`config.mk`:
```
export PLATFORM = sky130hd
export DESIGN_NAME = rbis_sqrt
export DESIGN_NICKNAME = d
export VERILOG_FILES = /design/src/rtl/rbis_sqrt.sv
export SDC_FILE = /design/constraint.sdc
export NUM_CORES = 2
export LEC_CHECK = 0
export BUFFER_PORTS_ARGS = -buffer_cell sky130_fd_sc_hd__buf_2
export CELL_PAD_IN_SITES_DETAIL_PLACEMENT = 1
export CELL_PAD_IN_SITES_GLOBAL_PLACEMENT = 1
export CORE_MARGIN = 1.5
export CORE_UTILIZATION = 30
export DETAILED_ROUTE_END_ITERATION = 7
export PLACE_DENSITY_LB_ADDON = 0.15
export SYNTH_ARGS = -nofsm -noshare
export SYNTH_HDL_FRONTEND = slang
export SYNTH_SLANG_ARGS = --single-unit
```
`constraint.sdc`:
```
create_clock -name clk -period 5.6 [get_ports clk]
set_input_delay 0.56 -clock clk [delete_from_list [all_inputs] [get_ports clk]]
set_output_delay 0.56 -clock clk [all_outputs]
set_load 0.05 [all_outputs]
```
`src/rtl/rbis_sqrt.sv`:
```
`timescale 1ns / 1ps

// pipelined integer square root, one root bit per stage
module rbis_sqrt #(
	parameter int RW = 32,
	parameter int SW = 8
) (
	input  logic clk,
	input  logic arst_n,
	input  logic en,
	input  logic in_valid,
	input  logic [2*RW-1:0] rad_in,
	input  logic [SW-1:0] side_in,
	output logic out_valid,
	output logic [RW-1:0] root,
	output logic [SW-1:0] side_out
);

	logic vld_s [0:RW];
	logic [RW+1:0] rem_s [0:RW];
	logic [RW-1:0] root_s [0:RW];
	logic [2*RW-1:0] rad_s [0:RW];
	logic [SW-1:0] side_s [0:RW];

	assign vld_s[0] = in_valid;
	assign rem_s[0] = '0;
	assign root_s[0] = '0;
	assign rad_s[0] = rad_in;
	assign side_s[0] = side_in;

	for (genvar k = 0; k < RW; k++) begin : g_stage
		logic [RW+3:0] t;
		logic [RW+3:0] trial;
		logic ge;

		// bring down two radicand bits and try root*4+1
		assign t = {rem_s[k], rad_s[k][2*RW-1:2*RW-2]};
		assign trial = (RW+4)'({root_s[k], 2'b01});
		assign ge = (t >= trial);

		always_ff @(posedge clk or negedge arst_n) begin
			if (!arst_n) begin
				vld_s[k+1] <= 1'b0;
			end else if (en) begin
				vld_s[k+1] <= vld_s[k];
			end
		end

		always_ff @(posedge clk) begin
			if (en) begin
				rem_s[k+1] <= ge ? (RW+2)'(t - trial) : t[RW+1:0];
				root_s[k+1] <= {root_s[k][RW-2:0], ge};
				rad_s[k+1] <= {rad_s[k][2*RW-3:0], 2'b00};
				side_s[k+1] <= side_s[k];
			end
		end
	end

	assign out_valid = vld_s[RW];
	assign root = root_s[RW];
	assign side_out = side_s[RW];

endmodule

```
==> impl_metrics.ini <==
[status]
outcome = finished clean

[critical_path]
timing.critical_path.to_type = flip-flop
cp.arrival_ns = 5.23
r2r_start = g_stage[10].t[14]$_DFFE_PP_
crit_path_start_kind = flip-flop
critical_path_class = reg -> reg
crit_required_ns = 6.26
cp_max_fo = 22
r2r_cells = 11
rrSetupSlack_ns = 1.03
timing.rr.end = g_stage[11].t[29]$_DFFE_PP_

[yosys]
netlist.area_leader.share_pct = 66.5
syn-cell-area_um2 = 125000
syn_inst = 9221
avgSynthCellArea_um2 = 13.6
synth_top_area_cell = edfxtp_1
ys_top_cells_by_area = edfxtp_1 67%, ha_1 5.6%, xor2_1 2.9%
synthArstFlopShare_pct = 1.14
yosys-top-cells-count = 2,779 x edfxtp_1, 696 x inv_1, 562 x ha_1, 562 x nand2_1, 542 x nor2_1
syn_nets = 9859
synth_most_common_cell = edfxtp_1
yosys_warnings = 0
ys.flop_type = edfxtp_1
synth_seq_area_share_pct = 67.2
yosys.cell_types.count = 84
ys_ff_latch = 2811
synth_edf_count = 2779

[global_routing]
first_global_vias = 76600
grt_max_degree = 181
antenna_found_initial = 10
globalRouteOverflowTotal = 0
track_usage_pct = 13.3
grt_pass1_wl_um = 448000

[routing]
vias = 72500
drc = 0
routed_wl_um = 287000
dr.pass1.iters = 5
drt-initial-drc-count = 4471
post_drt_via_cell_ratio = 4.71
routedWlPerCell_um = 18.6
antenna_left = 0

[worst_hold_path]
min_to = rad_s[1827]$_DFFE_PP_
holdPathStages = 1
hold_path.class = in -> reg
min_from = en

[clock_network]
postCtsSetupRepairBufs = 0
cts_tree = done
clock_latency_ns = 0.93
clock_sinks = 2811
clkTransAtPathRegs_ns = 0.06
clockBufferDepth = 4
cts-root-buf = clkbuf_16
htreeDepth = 5
cts_made_buffers = 332

[layout]
utilization_pct = 34.6
drive_gt1_share_pct = 8.61
fin_nets = 10300
area_growth_pct = 15.0
final_area_um2 = 144000

[floorplanning]
die_area_um2 = 422000
fp.dieW_um = 650
pin_count = 117
rows = 237
start_util_pct = 30.1
core_um2 = 416000
die_y_um = 650

[power_and_ir_drop]
total_leakage_power_nw = 53.8
ir_drop_mv = 0.233
power.density_nw_per_um2 = 414

[sta]
post-route-min-period_ns = 4.57
tightest_slew_ns = 1.32
final-hold-violation-count = 0
setup_viol_count_final = 0
finalClockSkew_ns = 0.0578
max-slew-margin-rel_pct = 11.5
period_share_pct = 81.6
drv_slew = 0
max_freq_mhz = 219
final.setup.tns_ns = 0
rsz0062_at_grt = no

[flow_run]
maxCapViolations = 0

[placed_design]
place_area_um2 = 133000
io_buffers = 116
gp_congestion = 0.820
hpwlAfterDp_um = 204000
[repair_timing]
item,CTS,global route
hold buffers,75,0
hold endpoints to repair,106,0
resized for setup,0,0
[worst max-delay path, stage by stage (launching register included)]
cell	delay, ns
edfxtp_1	0.43
or4_1	0.64
or4_1	0.48
or3_1	0.37
or3_1	0.45
nor4_1	0.42
nand3_1	0.18
a211oi_2	0.23
buf_4	0.29
a221o_1	0.50
nor4_1	0.13
xor2_1	0.18
[worst max path at each step]
| stage | startpoint | depth (start not counted) | end |
|---|---|---|---|
| after global placement | g_stage[10].t[14]$_DFFE_PP_ | 11 | g_stage[11].t[15]$_DFFE_PP_ |
| final | g_stage[10].t[14]$_DFFE_PP_ | 11 | g_stage[11].t[29]$_DFFE_PP_ |
| after detailed placement | g_stage[10].t[14]$_DFFE_PP_ | 11 | g_stage[11].t[35]$_DFFE_PP_ |
| after floorplan | g_stage[18].t[5]$_DFFE_PP_ | 10 | g_stage[19].t[33]$_DFFE_PP_ |
| after CTS | g_stage[10].t[14]$_DFFE_PP_ | 11 | g_stage[11].t[29]$_DFFE_PP_ |
| after global routing | g_stage[10].t[14]$_DFFE_PP_ | 11 | g_stage[11].t[19]$_DFFE_PP_ |
[final cells by class]
class | count | area, µm²
Sequential cell | 2811 | 84300
Timing Repair Buffer | 274 | 2210
Tap cell | 5497 | 6880
Fill cell | 43700 | 272000
Clock buffer | 408 | 8830
Inverter | 698 | 2620
Antenna cell | 3 | 7.51
Multi-Input combinational cell | 5536 | 37900
Clock inverter | 178 | 1510
[routing by layer]
layer / global-route usage [%] / up-vias / wire length, µm
li1: - / 35000 / -
met1: 16.9 / 36000 / 127000
met2: 23.1 / 912 / 141000
met3: 1.73 / 531 / 8490
met4: 4.85 / 0 / 10600
met5: 0 / - / 0
[cell usage in the layout (no fill, tap or decap), drive strengths merged, types with 119 or more instances in the layout]
| cell type | instances |
|---|---|
| edfxtp | 2779 |
| a21oi | 530 |
| xnor2 | 417 |
| clkbuf | 408 |
| nor3 | 219 |
| nor2 | 542 |
| nand2 | 562 |
| inv | 710 |
| ha | 562 |
| a21o | 239 |
| xor2 | 418 |
| nand3 | 150 |
| nand2b | 119 |
| o21ai | 458 |
| buf | 199 |
| clkinv | 128 |
[power by group]
part / leakage, nW / internal, mW / switching (mW) / total [mW]
registers: 27.2 / 26.4 / 1.76 / 28.2
logic: 21.6 / 4.47 / 6.33 / 10.8
clock network: 5.00 / 12.0 / 8.63 / 20.7
total: 53.8 / 42.9 / 16.7 / 59.7
[flip-flops by register name, indices dropped and copies added, names as in the netlist]
| name | cells |
|---|---|
| vld_s | 31 |
| rad_s | 930 |
| g_stage.t | 1065 |
| root | 32 |
| out_valid | 1 |
| g_stage.trial | 496 |
| side_out | 8 |
| side_s | 248 |
[cell families (layout without fill, tap and decap cells)]
group                    Yosys count  after routing  synth area share, %
multiplexers                     115            115                 1.02
other                              1              4              0.00299
adder cells (fa/ha/maj)          562            562                 5.61
flip-flops                      2811           2811                 67.2
buffers and inverters            874           1558                 2.65
XOR/XNOR                         835            835                 5.83
AO/OA/AOI/OAI                   1758           1758                 8.71
AND/OR/NAND/NOR                 2265           2265                 8.98
[stage by stage]
| stage | hold slack (ns) | cells | total power [mW] | setup slack [ns] |
|---|---|---|---|---|
| final | 0.249 | 15400 | 59.7 | 1.03 |
| after global routing | 0.235 | 15400 | 62.9 | 0.767 |
| after CTS | 0.188 | 15400 | 60.9 | 1.03 |
| after detailed placement | 0.405 | 14700 | 39.6 | 1.05 |
| after global placement | 0.400 | 14700 | 39.3 | 1.18 |
| after floorplan | 0.264 | 9221 | 35.5 | 1.79 |
(Power assumes the default switching activity.)
